==> config.mk <==
export PLATFORM = sky130hd
export DESIGN_NAME = biquad_df2t_filter_top
export DESIGN_NICKNAME = d
export VERILOG_FILES = /design/src/biq_pkg.sv /design/src/biq_coef_regs.sv /design/src/biq_ctrl.sv /design/src/biq_datapath.sv /design/src/biquad_df2t_filter_top.sv
export SDC_FILE = /design/constraint.sdc
export NUM_CORES = 2
export LEC_CHECK = 0
export ABC_AREA = 1
export BUFFER_PORTS_ARGS = -buffer_cell sky130_fd_sc_hd__buf_2
export CAP_MARGIN = 20
export CORE_MARGIN = 2
export CORE_UTILIZATION = 60
export CTS_CLUSTER_DIAMETER = 100
export CTS_CLUSTER_SIZE = 25
export DETAILED_ROUTE_END_ITERATION = 10
export PLACE_DENSITY_LB_ADDON = 0.2
export SLEW_MARGIN = 20
export SYNTH_ARGS = -nofsm -noshare
export SYNTH_HDL_FRONTEND = slang
export SYNTH_SLANG_ARGS = --single-unit
==> constraint.sdc <==
create_clock -name i_clk -period 11.75 [get_ports i_clk]
set_clock_uncertainty 0.05 [all_clocks]
set_input_delay 1.175 -clock i_clk [delete_from_list [all_inputs] [get_ports i_clk]]
set_output_delay 1.175 -clock i_clk [all_outputs]
set_load 0.02 [all_outputs]
==> src/biq_pkg.sv <==
// ----------------------------------------------------------------------------
// biq_pkg
// Shared types, constants and saturation helper for the biquad section.
// ----------------------------------------------------------------------------
package biq_pkg;

    // Width of the internal accumulator and of both delay state words
    localparam int ACC_WIDTH = 52;
    localparam int WIDE_WIDTH = 64;
    localparam int NUM_COEF = 5;
    localparam int COEF_IDX_WIDTH = 3;

    localparam logic signed [WIDE_WIDTH-1:0] ACC_MAX =
        (64'sd1 <<< (ACC_WIDTH - 1)) - 64'sd1;
    localparam logic signed [WIDE_WIDTH-1:0] ACC_MIN = -ACC_MAX - 64'sd1;

    // Coefficient register indexes, also used to pick the multiplier operand
    typedef enum logic [COEF_IDX_WIDTH-1:0] {
        COEF_B0 = 3'd0,
        COEF_B1 = 3'd1,
        COEF_B2 = 3'd2,
        COEF_A1 = 3'd3,
        COEF_A2 = 3'd4
    } t_coef_idx;

    typedef enum logic [2:0] {
        ST_IDLE,
        ST_B0,
        ST_SUM,
        ST_RND,
        ST_A1,
        ST_SUB1,
        ST_ADD2,
        ST_SUB2
    } t_state;

    // Adder operation, each with a fixed destination
    typedef enum logic [2:0] {
        ADD_NONE,
        ADD_SUM,   // acc <= prod + s1
        ADD_FB1,   // acc <= acc - prod
        ADD_S1,    // s1  <= acc + s2
        ADD_S2     // s2  <= acc - prod
    } t_add_op;

    typedef struct packed {
        logic      load;
        logic      mul_en;
        t_coef_idx mul_sel;
        t_add_op   add_op;
        logic      acc_load;
        logic      y_en;
        logic      out_load;
    } t_dp_cmd;

    typedef struct packed {
        logic out_free;
    } t_dp_status;

    // Clamp a wide signed value to the accumulator range
    function automatic logic signed [ACC_WIDTH-1:0] sat_acc(
        input logic signed [WIDE_WIDTH-1:0] v
    );
        logic signed [ACC_WIDTH-1:0] r;
        if (v > ACC_MAX) begin
            r = ACC_MAX[ACC_WIDTH-1:0];
        end else if (v < ACC_MIN) begin
            r = ACC_MIN[ACC_WIDTH-1:0];
        end else begin
            r = v[ACC_WIDTH-1:0];
        end
        return r;
    endfunction

endpackage

==> src/biq_coef_regs.sv <==
// ----------------------------------------------------------------------------
// biq_coef_regs
// Coefficient register file written through the configuration port.
// ----------------------------------------------------------------------------
module biq_coef_regs
    import biq_pkg::*;
#(
    parameter int COEF_WIDTH = 32
) (
    input  logic                         i_clk,
    input  logic                         i_rst_n,
    input  logic                         i_cfg_valid,
    output logic                         o_cfg_ready,
    input  logic [COEF_IDX_WIDTH-1:0]    i_cfg_index,
    input  logic [COEF_WIDTH-1:0]        i_cfg_data,
    output logic signed [COEF_WIDTH-1:0] o_coef [NUM_COEF]
);

    localparam logic signed [COEF_WIDTH-1:0] UnityGain =
        COEF_WIDTH'(1) << (COEF_WIDTH - 3);

    logic signed [COEF_WIDTH-1:0] r_coef [NUM_COEF];
    logic                         wr_en;

    assign o_cfg_ready = 1'b1;
    assign wr_en       = i_cfg_valid && o_cfg_ready;

    always_ff @(posedge i_clk) begin
        if (!i_rst_n) begin
            r_coef[COEF_B0] <= UnityGain;
            r_coef[COEF_B1] <= '0;
            r_coef[COEF_B2] <= '0;
            r_coef[COEF_A1] <= '0;
            r_coef[COEF_A2] <= '0;
        end else if (wr_en) begin
            // drop writes to unused indexes
            unique case (i_cfg_index)
                COEF_B0: r_coef[COEF_B0] <= i_cfg_data;
                COEF_B1: r_coef[COEF_B1] <= i_cfg_data;
                COEF_B2: r_coef[COEF_B2] <= i_cfg_data;
                COEF_A1: r_coef[COEF_A1] <= i_cfg_data;
                COEF_A2: r_coef[COEF_A2] <= i_cfg_data;
                default: ;
            endcase
        end
    end

    assign o_coef = r_coef;

endmodule

==> src/biq_ctrl.sv <==
// ----------------------------------------------------------------------------
// biq_ctrl
// Sequencer stepping one sample through the shared multiplier and adder.
// ----------------------------------------------------------------------------
module biq_ctrl
    import biq_pkg::*;
(
    input  logic       i_clk,
    input  logic       i_rst_n,
    input  logic       i_in_valid,
    output logic       o_in_stall,
    input  t_dp_status i_status,
    output t_dp_cmd    o_cmd
);

    t_state r_state;
    t_state n_state;

    always_ff @(posedge i_clk) begin
        if (!i_rst_n) begin
            r_state <= ST_IDLE;
        end else begin
            r_state <= n_state;
        end
    end

    always_comb begin
        n_state = r_state;
        unique case (r_state)
            ST_IDLE: if (i_in_valid) n_state = ST_B0;
            ST_B0:   n_state = ST_SUM;
            ST_SUM:  n_state = ST_RND;
            ST_RND:  n_state = ST_A1;
            ST_A1:   n_state = ST_SUB1;
            ST_SUB1: n_state = ST_ADD2;
            ST_ADD2: n_state = ST_SUB2;
            ST_SUB2: if (i_status.out_free) n_state = ST_IDLE;
            default: n_state = ST_IDLE;
        endcase
    end

    always_comb begin
        o_in_stall     = 1'b1;
        o_cmd.load     = 1'b0;
        o_cmd.mul_en   = 1'b0;
        o_cmd.mul_sel  = COEF_B0;
        o_cmd.add_op   = ADD_NONE;
        o_cmd.acc_load = 1'b0;
        o_cmd.y_en     = 1'b0;
        o_cmd.out_load = 1'b0;
        unique case (r_state)
            ST_IDLE: begin
                o_in_stall = 1'b0;
                o_cmd.load = i_in_valid;
            end
            ST_B0: begin
                o_cmd.mul_en  = 1'b1;
                o_cmd.mul_sel = COEF_B0;
            end
            ST_SUM: begin
                o_cmd.add_op  = ADD_SUM;
                o_cmd.mul_en  = 1'b1;
                o_cmd.mul_sel = COEF_B1;
            end
            ST_RND: begin
                o_cmd.y_en     = 1'b1;
                o_cmd.acc_load = 1'b1;
            end
            ST_A1: begin
                o_cmd.mul_en  = 1'b1;
                o_cmd.mul_sel = COEF_A1;
            end
            ST_SUB1: begin
                o_cmd.add_op  = ADD_FB1;
                o_cmd.mul_en  = 1'b1;
                o_cmd.mul_sel = COEF_B2;
            end
            ST_ADD2: begin
                o_cmd.add_op   = ADD_S1;
                o_cmd.acc_load = 1'b1;
                o_cmd.mul_en   = 1'b1;
                o_cmd.mul_sel  = COEF_A2;
            end
            ST_SUB2: begin
                // hold until the output register can take the request
                if (i_status.out_free) begin
                    o_cmd.add_op   = ADD_S2;
                    o_cmd.out_load = 1'b1;
                end
            end
            default: ;
        endcase
    end

    a_out_load_free: assert property (@(posedge i_clk) disable iff (!i_rst_n)
        o_cmd.out_load |-> i_status.out_free)
        else $error("result loaded while output register busy");

    a_accept_starts: assert property (@(posedge i_clk) disable iff (!i_rst_n)
        (i_in_valid && !o_in_stall) |=> (r_state == ST_B0))
        else $error("accepted request did not start the sequence");

    a_stall_after_load: assert property (@(posedge i_clk) disable iff (!i_rst_n)
        $rose(o_in_stall) |-> $past(o_cmd.load))
        else $error("input stalled without an accepted request");

endmodule

==> src/biq_datapath.sv <==
// ----------------------------------------------------------------------------
// biq_datapath
// Shared multiplier, saturating adder, rounding stage, state and output regs.
// ----------------------------------------------------------------------------
module biq_datapath
    import biq_pkg::*;
#(
    parameter int SAMPLE_WIDTH = 16,
    parameter int COEF_WIDTH   = 32
) (
    input  logic                           i_clk,
    input  logic                           i_rst_n,
    input  t_dp_cmd                        i_cmd,
    output t_dp_status                     o_status,
    input  logic signed [COEF_WIDTH-1:0]   i_coef [NUM_COEF],
    input  logic signed [SAMPLE_WIDTH-1:0] i_sample_in,
    input  logic                           i_clear_state,
    output logic                           o_out_valid,
    input  logic                           i_out_stall,
    output logic signed [SAMPLE_WIDTH-1:0] o_sample_out,
    output logic                           o_saturated
);

    localparam int FracBits  = COEF_WIDTH - 3;
    localparam int ProdWidth = COEF_WIDTH + SAMPLE_WIDTH;
    localparam int RndWidth  = ACC_WIDTH + 1;
    localparam logic signed [RndWidth-1:0] RoundHalf = RndWidth'(1) << (FracBits - 1);
    localparam logic signed [RndWidth-1:0] SatHi =
        RndWidth'((64'sd1 <<< (SAMPLE_WIDTH - 1)) - 64'sd1);
    localparam logic signed [RndWidth-1:0] SatLo = -SatHi - RndWidth'(1);

    logic signed [SAMPLE_WIDTH-1:0] r_x;
    logic signed [SAMPLE_WIDTH-1:0] r_y;
    logic                           r_sat;
    logic signed [ACC_WIDTH-1:0]    r_prod;
    logic signed [ACC_WIDTH-1:0]    r_acc;
    logic signed [ACC_WIDTH-1:0]    r_s1;
    logic signed [ACC_WIDTH-1:0]    r_s2;
    logic                           r_out_valid;
    logic signed [SAMPLE_WIDTH-1:0] r_sample_out;
    logic                           r_saturated;

    logic signed [COEF_WIDTH-1:0]   mul_coef;
    logic signed [SAMPLE_WIDTH-1:0] mul_data;
    logic signed [ProdWidth-1:0]    mul_raw;
    logic signed [ACC_WIDTH-1:0]    n_prod;

    logic signed [ACC_WIDTH-1:0]    add_a;
    logic signed [ACC_WIDTH-1:0]    add_b;
    logic                           add_sub;
    logic signed [WIDE_WIDTH-1:0]   add_wide;
    logic signed [ACC_WIDTH-1:0]    add_res;

    logic signed [RndWidth-1:0]     rnd_sum;
    logic signed [RndWidth-1:0]     rnd_shift;
    logic signed [SAMPLE_WIDTH-1:0] n_y;
    logic                           n_sat;

    // Multiplier: feedback taps take the output sample, the rest the input
    assign mul_coef = i_coef[i_cmd.mul_sel];
    assign mul_data = (i_cmd.mul_sel == COEF_A1 || i_cmd.mul_sel == COEF_A2) ? r_y : r_x;
    assign mul_raw  = mul_coef * mul_data;
    assign n_prod   = sat_acc(WIDE_WIDTH'(mul_raw));

    // Saturating adder
    always_comb begin
        add_a   = r_acc;
        add_b   = r_prod;
        add_sub = 1'b0;
        unique case (i_cmd.add_op)
            ADD_SUM: begin
                add_a = r_prod;
                add_b = r_s1;
            end
            ADD_FB1: add_sub = 1'b1;
            ADD_S1:  add_b   = r_s2;
            ADD_S2:  add_sub = 1'b1;
            ADD_NONE: ;
            default: ;
        endcase
    end

    assign add_wide = add_sub ? (WIDE_WIDTH'(add_a) - WIDE_WIDTH'(add_b))
                              : (WIDE_WIDTH'(add_a) + WIDE_WIDTH'(add_b));
    assign add_res  = sat_acc(add_wide);

    // Round half up, then clamp to the sample range
    assign rnd_sum   = RndWidth'(r_acc) + RoundHalf;
    assign rnd_shift = rnd_sum >>> FracBits;

    always_comb begin
        n_sat = 1'b0;
        n_y   = rnd_shift[SAMPLE_WIDTH-1:0];
        if (rnd_shift > SatHi) begin
            n_y   = SatHi[SAMPLE_WIDTH-1:0];
            n_sat = 1'b1;
        end else if (rnd_shift < SatLo) begin
            n_y   = SatLo[SAMPLE_WIDTH-1:0];
            n_sat = 1'b1;
        end
    end

    assign o_status.out_free = !r_out_valid || !i_out_stall;

    always_ff @(posedge i_clk) begin
        if (i_cmd.load) begin
            r_x <= i_sample_in;
        end
        if (i_cmd.mul_en) begin
            r_prod <= n_prod;
        end
        if (i_cmd.add_op == ADD_SUM || i_cmd.add_op == ADD_FB1) begin
            r_acc <= add_res;
        end else if (i_cmd.acc_load) begin
            r_acc <= r_prod;
        end
        if (i_cmd.y_en) begin
            r_y   <= n_y;
            r_sat <= n_sat;
        end
        if (i_cmd.out_load) begin
            r_sample_out <= r_y;
            r_saturated  <= r_sat;
        end
    end

    always_ff @(posedge i_clk) begin
        if (!i_rst_n) begin
            r_s1        <= '0;
            r_s2        <= '0;
            r_out_valid <= 1'b0;
        end else begin
            if (i_cmd.load && i_clear_state) begin
                r_s1 <= '0;
                r_s2 <= '0;
            end else begin
                if (i_cmd.add_op == ADD_S1) begin
                    r_s1 <= add_res;
                end
                if (i_cmd.add_op == ADD_S2) begin
                    r_s2 <= add_res;
                end
            end
            if (i_cmd.out_load) begin
                r_out_valid <= 1'b1;
            end else if (!i_out_stall) begin
                r_out_valid <= 1'b0;
            end
        end
    end

    assign o_out_valid  = r_out_valid;
    assign o_sample_out = r_sample_out;
    assign o_saturated  = r_saturated;

    a_load_shows_valid: assert property (@(posedge i_clk) disable iff (!i_rst_n)
        i_cmd.out_load |=> o_out_valid)
        else $error("loaded result not presented");

    a_sat_at_limit: assert property (@(posedge i_clk) disable iff (!i_rst_n)
        (o_out_valid && o_saturated) |->
            (o_sample_out == SatHi[SAMPLE_WIDTH-1:0] ||
             o_sample_out == SatLo[SAMPLE_WIDTH-1:0]))
        else $error("saturated flag set on an unclipped sample");

    a_clear_zeroes: assert property (@(posedge i_clk) disable iff (!i_rst_n)
        (i_cmd.load && i_clear_state) |=> (r_s1 == '0 && r_s2 == '0))
        else $error("state not cleared on request");

endmodule

==> src/biquad_df2t_filter_top.sv <==
// An accepted input request steps through B0, SUM, RND, A1, SUB1, ADD2, SUB2,
// then its result is registered on the output. The five products and four sums
// of a sample run in turn through one shared multiplier and saturating adder.
// A result waiting on a stalled output holds the final step until it is taken;
// the next input is accepted as soon as the sequence has returned to idle.
// Reset (synchronous, active low) zeroes both state words and sets b0 to unity.
// ----------------------------------------------------------------------------
// biquad_df2t_filter_top
// Second-order IIR section, transposed direct form II, fixed point.
// ----------------------------------------------------------------------------
module biquad_df2t_filter_top
    import biq_pkg::*;
#(
    parameter int SAMPLE_WIDTH = 16,
    parameter int COEF_WIDTH   = 32
) (
    input  logic                           i_clk,
    input  logic                           i_rst_n,
    input  logic                           i_cfg_valid,
    output logic                           o_cfg_ready,
    input  logic [COEF_IDX_WIDTH-1:0]      i_cfg_index,
    input  logic [COEF_WIDTH-1:0]          i_cfg_data,
    input  logic                           i_in_valid,
    output logic                           o_in_stall,
    input  logic signed [SAMPLE_WIDTH-1:0] i_sample_in,
    input  logic                           i_clear_state,
    output logic                           o_out_valid,
    input  logic                           i_out_stall,
    output logic signed [SAMPLE_WIDTH-1:0] o_sample_out,
    output logic                           o_saturated
);

    logic signed [COEF_WIDTH-1:0] coef [NUM_COEF];
    t_dp_cmd                      dp_cmd;
    t_dp_status                   dp_status;

    biq_coef_regs #(
        .COEF_WIDTH (COEF_WIDTH)
    ) u_coef_regs (
        .i_clk       (i_clk),
        .i_rst_n     (i_rst_n),
        .i_cfg_valid (i_cfg_valid),
        .o_cfg_ready (o_cfg_ready),
        .i_cfg_index (i_cfg_index),
        .i_cfg_data  (i_cfg_data),
        .o_coef      (coef)
    );

    biq_ctrl u_ctrl (
        .i_clk      (i_clk),
        .i_rst_n    (i_rst_n),
        .i_in_valid (i_in_valid),
        .o_in_stall (o_in_stall),
        .i_status   (dp_status),
        .o_cmd      (dp_cmd)
    );

    biq_datapath #(
        .SAMPLE_WIDTH (SAMPLE_WIDTH),
        .COEF_WIDTH   (COEF_WIDTH)
    ) u_datapath (
        .i_clk         (i_clk),
        .i_rst_n       (i_rst_n),
        .i_cmd         (dp_cmd),
        .o_status      (dp_status),
        .i_coef        (coef),
        .i_sample_in   (i_sample_in),
        .i_clear_state (i_clear_state),
        .o_out_valid   (o_out_valid),
        .i_out_stall   (i_out_stall),
        .o_sample_out  (o_sample_out),
        .o_saturated   (o_saturated)
    );

endmodule
==> metrics.cfg <==
[worst_setup_path]
worst-path-buf-inv = 13
cp-end-kind = register
crit_arrival_ps = 10760
critPathKind = register to register
cp.required_ps = 12080
slowest_stage = inv_1
slowest_delay_ps = 770
cp_common_cell = inv_1
cp-start-kind = register
worstPathMaxFanout = 31
critical_path.top_delay_family = adder cells

[clock_network]
clk_pin_slew_ps = 100
cts_resized = 0
clock_path_buffers = 3
cts_tree = yes
h-tree-depth = 1
clock-sinks = 419
worstSkewPairLatency_ps = 630
post_cts_buffers = 0
ctsRootBufferMaster = clkbuf_16
cts_made_buffers = 24
cts-hold-fix-buffers = 0

[global_routing]
antenna_found_initial = 4
grt_pass1_wl_mm = 197
gr-total-overflow = 0
grt_pass1_vias = 36100
grtUsageTotal_pct = 35.1
grt_start_max_net_pins = 131

[floorplan]
fp.dieArea_sq_um = 72200
die_h_um = 269
die_w_um = 269
pin_count = 77
start_util_pct = 60.4
coreArea_sq_um = 69700
placementRows = 97

[place]
dpl_worst_slack_ps = 1480
gp_congestion = 0.986
dp_hpwl_mm = 93.9
numPortBuffers = 75

[detailed_routing]
remaining_drc_errors = 0
wl_mm = 125
first_iter_violations = 3138
vias = 36700
drtAntennaViolNets = 0
wl_per_cell_um = 18.9
drt_first_pass_iters = 6
via_per_inst = 5.56

[synthesis]
synth.yosys.warnings = 0
yosysMostFrequentCell = nand2_1
synth_cell_type_count = 56
synth_fp_nets = 6440
synthCells = 5723
synthFlopType = dfxtp_1
yosysTopAreaCellShare_pct = 23.2
async_reset_ff_share_pct = 0
synth_edf_count = 151
ys_ff_latch = 419
yosysSeqAreaShare_pct = 23.5
synth_area_leaders = fa_1, dfxtp_1, nand2_1, edfxtp_1, inv_1
synth_top_area_cell = fa_1
syn_area_per_cell_sq_um = 7.35
syn_area_sq_um = 42100
netlist_top_cells_count = nand2_1, inv_1, nor2_1

[finish]
syn_to_final_growth_pct = 4.33
final_layout_size_suffix_gt1_share_pct = 4.28
final_nets = 6359
final_util_pct = 63.0

[sta]
min_period_over_period_pct = 88.8
slew_headroom_pct = 25.5
fin_setup_tns_ps = 0
period_minus_slack_ps = 10430
setup_viol = 0
timing.fmax_mhz = 95.9
worst_slack_ps = 1320
drv_slew = 0
worst_pin_slew_ps = 1120
rsz0062_at_grt = false
finalHoldViolCount = 0

[status]
outcome = finished, final reports clean

[job]
cap_violations = 0

[worst_hold_path]
hold_class = register to register

-- layout make-up --
cell class,instances,area (sq um)
clock inverter,10,165
multi-input combinational,3988,27200
tap,940,1180
antenna,1,2.50
fill,6528,25800
sequential,419,9900
clock buffer,30,644
timing repair buffer,130,795
inverter,1079,4050
-- stage by stage --
stage / instances / hold slack (ps) / instance area, sq um
2_1_floorplan: 5723 / 350 / 42100
3_3_place_gp: 6556 / 361 / 43100
3_5_place_dp: 6556 / 385 / 43100
4_1_cts: 6596 / 404 / 43900
5_1_grt: 6597 / 408 / 43900
6_report: 6597 / 402 / 43900
-- cells by family (layout without fill, tap and decap cells) --
family                     after synthesis  after routing  share of synthesized area [%]
AOI/OAI and AO/OA                      788            788                           10.1
xor gates and xnor gates               167            167                           3.48
adders and majority gates              660            660                           28.3
buffers and inverters                 1316           1249                           12.1
DFF                                    419            419                           23.5
muxes                                    1              1                         0.0238
other                                    1              2                        0.00892
and+or+nand+nor                       2371           2371                           22.4
-- metal layers --
layer	up-vias	wire length (um)	GRT usage (%)
li1	17300	-	-
met1	17500	52000	47.8
met2	1589	56600	56.6
met3	241	10800	5.37
met4	0	5500	14.0
met5	-	0	0
-- state kept, by name, summed over array words and instances, names as in the netlist --
signal                   cells
u_datapath.r_s1             52
u_datapath.o_sample_out     16
u_coef_regs.o_coef         160
u_datapath.r_y              16
u_datapath.r_x              16
u_datapath.r_acc            52
u_ctrl.r_state               3
u_datapath.o_saturated       1
u_datapath.r_sat             1
u_datapath.o_out_valid       1
u_datapath.r_s2             52
u_datapath.r_prod           49
-- layout by cell type (no fill, tap or decap), drive strengths merged, types with 5 or more instances in the layout --
cell type  count
nor2         817
nor4          10
xnor2         61
ha           173
xor2         106
a21oi        237
clkinv        22
a21o          14
nand3        194
o21bai         5
nand4         26
or2           14
fa           487
a31oi         30
o211ai        31
clkbuf        30
a22oi          6
edfxtp       151
buf          130
nor3          22
nand2       1280
inv         1065
o21ai        437
dfxtp        268
nand3b         6
-- worst register-to-register path: cells and delay by family (launching register included) --
family                     cells  cell delay, ps
xor gates and xnor gates       1             200
buffers and inverters         13            2260
and+or+nand+nor               13            2390
adders and majority gates      8            3750
DFF                            1             400
AOI/OAI and AO/OA              4            1130
-- final timing paths --
kind	start	end	slack [ps]	cells after the start
min	u_coef_regs.o_coef[51]	u_coef_regs.o_coef[51]	400	2
min reg2reg	u_coef_regs.o_coef[51]	u_coef_regs.o_coef[51]	400	2
max reg2reg	u_ctrl.r_state[0]	u_datapath.r_prod[42]	1320	39
max	u_ctrl.r_state[0]	u_datapath.r_prod[42]	1320	39
Power is left out: the tool's default activity adds up to more than one toggle a clock period on the data nets, which glitch-free logic cannot reach.
